**src/rtl/crl_pkg.sv**
```systemverilog
package crl_pkg;

    // Width of the image epoch tag kept in every hash slot
    localparam int EPOCH_W = 4;
    localparam logic [EPOCH_W-1:0] EPOCH_FIRST = EPOCH_W'(1);
    localparam logic [EPOCH_W-1:0] EPOCH_LAST  = '1;

    // Width of the label field on the output port
    localparam int LABEL_OUT_W = 10;

    typedef enum logic [3:0] {
        S_IDLE  = 4'b0001,
        S_CLEAR = 4'b0010,
        S_ISSUE = 4'b0100,
        S_PROBE = 4'b1000
    } t_state;

    typedef struct packed {
        logic is_new;
        logic overflow;
    } t_flags;

endpackage

```
**src/rtl/crl_out_reg.sv**
```systemverilog
module crl_out_reg
    import crl_pkg::*;
#(
    parameter int LW = 10
) (
    input  logic          i_clk,
    input  logic          i_rst_n,
    input  logic          i_load,
    input  logic [LW-1:0] i_label,
    input  t_flags        i_flags,
    output logic          o_free,
    output logic          o_valid,
    input  logic          i_ready,
    output logic [LW-1:0] o_label,
    output t_flags        o_flags
);

    logic          r_valid;
    logic [LW-1:0] r_label;
    t_flags        r_flags;

    assign o_free = !r_valid || i_ready;

    // Track whether a result word is waiting
    always_ff @(posedge i_clk) begin
        if (!i_rst_n) begin
            r_valid <= 1'b0;
        end else if (i_load) begin
            r_valid <= 1'b1;
        end else if (i_ready) begin
            r_valid <= 1'b0;
        end
    end

    // Capture the payload on load, hold it otherwise
    always_ff @(posedge i_clk) begin
        if (i_load) begin
            r_label <= i_label;
            r_flags <= i_flags;
        end
    end

    assign o_valid = r_valid;
    assign o_label = r_label;
    assign o_flags = r_flags;

endmodule

```
**config.mk**
```make
export PLATFORM = sky130hd
export DESIGN_NAME = crl_out_reg
export DESIGN_NICKNAME = d
export VERILOG_FILES = /design/src/rtl/crl_pkg.sv /design/src/rtl/crl_out_reg.sv
export SDC_FILE = /design/constraint.sdc
export NUM_CORES = 1
export LEC_CHECK = 0
export BUFFER_PORTS_ARGS = -buffer_cell sky130_fd_sc_hd__buf_2
export CAP_MARGIN = 20
export CORE_AREA = 2 2 39 41
export DETAILED_ROUTE_END_ITERATION = 12
export DIE_AREA = 0 0 41 43
export SLEW_MARGIN = 10
export SYNTH_ARGS = -nofsm -noshare
export SYNTH_HDL_FRONTEND = slang
export SYNTH_SLANG_ARGS = --single-unit
```
**constraint.sdc**
```tcl
create_clock -name i_clk -period 0.87 [get_ports i_clk]
set_clock_uncertainty 0.15 [all_clocks]
set_input_delay 0.087 -clock i_clk [delete_from_list [all_inputs] [get_ports i_clk]]
set_output_delay 0.087 -clock i_clk [all_outputs]
set_load 0.005 [all_outputs]
```
; Word-level counts from Yosys, hierarchy flattened
; Cells that the tools add are included.
[totals]
reg_bits = 13
latchBits = 0
ram_bits = 0
romBits = 0
in_bits = 16
out_inout_bits = 14
word_cells = 9
n_memories = 0
[op_classes]
add_sub_neg = 0
multipliers = 0
div_mod_pow = 0
order_cmp = 0
n_eq_ne = 0
shift = 0
mux = 2
n_bitwise = 0
reduce_logical = 3
[ops]
columns = operator, count
row1 = $mux 1, 2
row2 = $reduce_bool 2->1, 1
row3 = $logic_not 1->1, 1
row4 = $logic_or 1x1->1, 1

; Logic depth before layout (Yosys ltp)
[depth]
ltp_word = 2
mapped_depth = 2

; Worst setup path before layout
; OpenSTA, ideal clock, no wires.
[synth_timing]
kind = reg-to-reg
start = register o_valid (netlist name)
end = register r_valid (netlist: o_valid)
setup_time_ps = 66
arrival_time_ps = 543
required_time_ps = 654
slack_ps = 112
path_stages_with_launch = 3
path_buffers = 0
synth_period_minus_slack_ps = 758
path_cell_list = dfxtp_1 > nand2b_4 > a21boi_2
[synth_lines]
columns = element, line
row1 = to (signal assigned), crl_out_reg.sv:27  ; r_valid <= 1'b0;
row2 = to (signal assigned), crl_out_reg.sv:29  ; r_valid <= 1'b1;
row3 = to (signal assigned), crl_out_reg.sv:31  ; r_valid <= 1'b0;
row4 = to (decl), crl_out_reg.sv:18  ; logic r_valid;

; Final worst setup path
[layout_timing]
start = register r_valid (netlist: o_valid)
end = output o_free
[layout_via]
elab_chain_len = 2
[layout_rtl]
columns = element, line
row1 = $logic_not 1->1, crl_out_reg.sv:22  ; assign o_free = !r_valid || i_ready;
row2 = $logic_or 1x1->1, crl_out_reg.sv:22
row3 = to (decl), crl_out_reg.sv:11  ; output logic o_free,
; No other way between the ends.

==> results.toml <==
[outcome]
outcome = "finished, violations left"
violations = "setup timing"

[critical_path]
rrSetupSlack_ps = -90
worstPathArrival_ps = 780
critPathKind = "reg -> out"
critical_path_required_ps = 630
cp_max_fo = 2
cp_slowest_cell = "dfxtp_2"
crit_start = "o_valid$_SDFFE_PN0P_"
crit_path_max_incr_delay_ps = 350
worstSetupEndpointType = "primary output"
critPathTopFamily = "flip-flops"
critPathLaunchType = "flop"
r2r_end = "o_valid$_SDFFE_PN0P_"
r2r_start = "o_valid$_SDFFE_PN0P_"
crit_buf_inv = 1
cp_cell_sequence = "nand2b_4, buf_6"
reg2reg_depth = 4

[timing]
hold_violations = 0
post-route-period-util = 1.17
rsz0062_at_grt = "true"
finalMaxSlewViolations = 0
setup_tns_ps = -1710
clock.fmax_mhz = 983
min_period_ps = 1020
setup_viol = 16
slew_headroom = 0.818
worst_pin_slew_ps = 273
setup_slack_ps = -148

[pwr]
peakVddDrop_v = 0.000752
p_total_mw = 1.25
leakagePower_nw = 0.346
p_per_area_mw_per_mm2 = 1660

[job]
drv_cap = 0

[global_routing]
grt_pass1_wl_mm = 1.28
busiest_layer = "met2"
antenna_found_initial = 0
grt_max_degree = 14
overflow = 0
use_met3 = 0.0366
grt.total_usage = 0.113
met1_usage = 0.0903
met2_usage = 0.203
grt_pass1_vias = 351

[detailed_routing]
drt_pass1_iterations = 2
drc = 0
drt_iter0_markers = 4
drt-total-wl_um = 792
viasPerCell = 3.90
avgRoutedWirePerCell_um = 9.90
detail-route-antenna-nets = 0
vias = 312

[die]
die_w_um = 41
start_util = 0.296
io_pins = 30
num_rows = 14
fp.dieArea_mm2 = 0.00176
die_h_um = 43
core_area_mm2 = 0.00138

[logic_synthesis]
ys.warnings.count = 0
ys_seq_area_frac = 0.930
ys_ff_latch = 13
postSynthCellCount = 16
synthDistinctLibCells = 5
syn_nets = 32
synth.cell_area_um2 = 409
syn_area_per_cell_um2 = 25.6

[place]
dpl_cell_area_um2 = 574
gp_congestion = 0.553
portBuffers = 29
place_inst = 61

[cells_and_area]
final_util = 0.546
final-instance-count-excl-fill = 80
multi_input_area_um2 = 25.0
seqCellArea_um2 = 382
fillers = 111
area_growth_pct = 84.7
diodes = 0
fin_area_um2 = 756
layout_commonest_cell = "buf_2"
layout_common_cells = "28 x buf_2, 12 x dlygate4sd3_1, 12 x edfxtp_1"
layout.nets = 81
drive_gt1_frac = 0.578

[hold_path]
hold_path_class = "in -> reg"
worstHoldEndpoint = "o_label[8]$_DFFE_PP_"
hold_path_depth = 2
min_from = "i_label[8]"

[clock_network]
path_clk_slew_ps = 70
htreeDepth = 1
cts_made_buffers = 3
cts-root-buf = "clkbuf_4"
clkSinkCount = 13
cts_buffer_depth = 2
clk_latency_ps = 260
cts_tree = "yes"
## per-layer routing
layer	vias to the layer above	wire length, um
met5	-	0
met4	0	0
met3	0	80
met2	16	476
met1	139	235
li1	157	-
## kinds of logic (layout without fill, tap and decap cells)
family	count (synthesis)	in the layout	synth area share
AO/OA/AOI/OAI	1	1	0.0275
buffers and inverters	1	49	0.00917
flip-flops	13	13	0.930
AND/OR/NAND/NOR	1	1	0.0336
## cells in the mapped netlist
cell type  number  area share
dfxtp_1         1       0.049
edfxtp_1       12        0.88
a21boi_2        1       0.028
nand2b_4        1       0.034
inv_1           1      0.0092
## state kept, by name (all words and copies together) (netlist names)
| signal | cells |
|---|---|
| o_flags | 2 |
| o_valid | 1 |
| o_label | 10 |
## repair_timing
item | 4_1_cts | 5_1_grt
hold endpoints to repair | 13 | 0
hold buffers | 13 | 0
gates resized for setup | 2 | 1
endpoints found under the setup margin | 14 | 16
cloned | 0 | 0
pin swaps | 0 | 1
setup buffers | 1 | 1
## metrics by stage
step | worst slack, ps | hold WS, ps
after floorplan | 112 | 35.9
after global placement | 45.9 | 114
after detailed placement | 30.6 | 115
after CTS | -154 | 24.2
after global routing | -192 | 47.9
final | -148 | 23.7
## cell type report
type,instances,share of cell area
clock buffer,4,0.0348
sequential,13,0.505
timing repair buffer,44,0.396
tap,16,0.0265
inverter,1,0.00497
multi-input combinational,2,0.0331
## worst max-delay path by stage
stage	to	slack (ps)	cells past startpoint
2_1_floorplan	o_valid$_SDFFE_PN0P_	110	2
3_5_place_dp	o_flags[0]$_DFFE_PP_	30	1
3_3_place_gp	o_flags[1]$_DFFE_PP_	50	1
4_1_cts	o_free	-150	2
6_report	o_free	-150	2
5_1_grt	o_free	-190	2
## report_power, final
group	total (mW)	switching, mW	internal [mW]
Combinational	0.159	0.0526	0.106
Clock	0.347	0.170	0.177
Sequential	0.747	0.0114	0.735
Power figures use the tool's default switching activity.
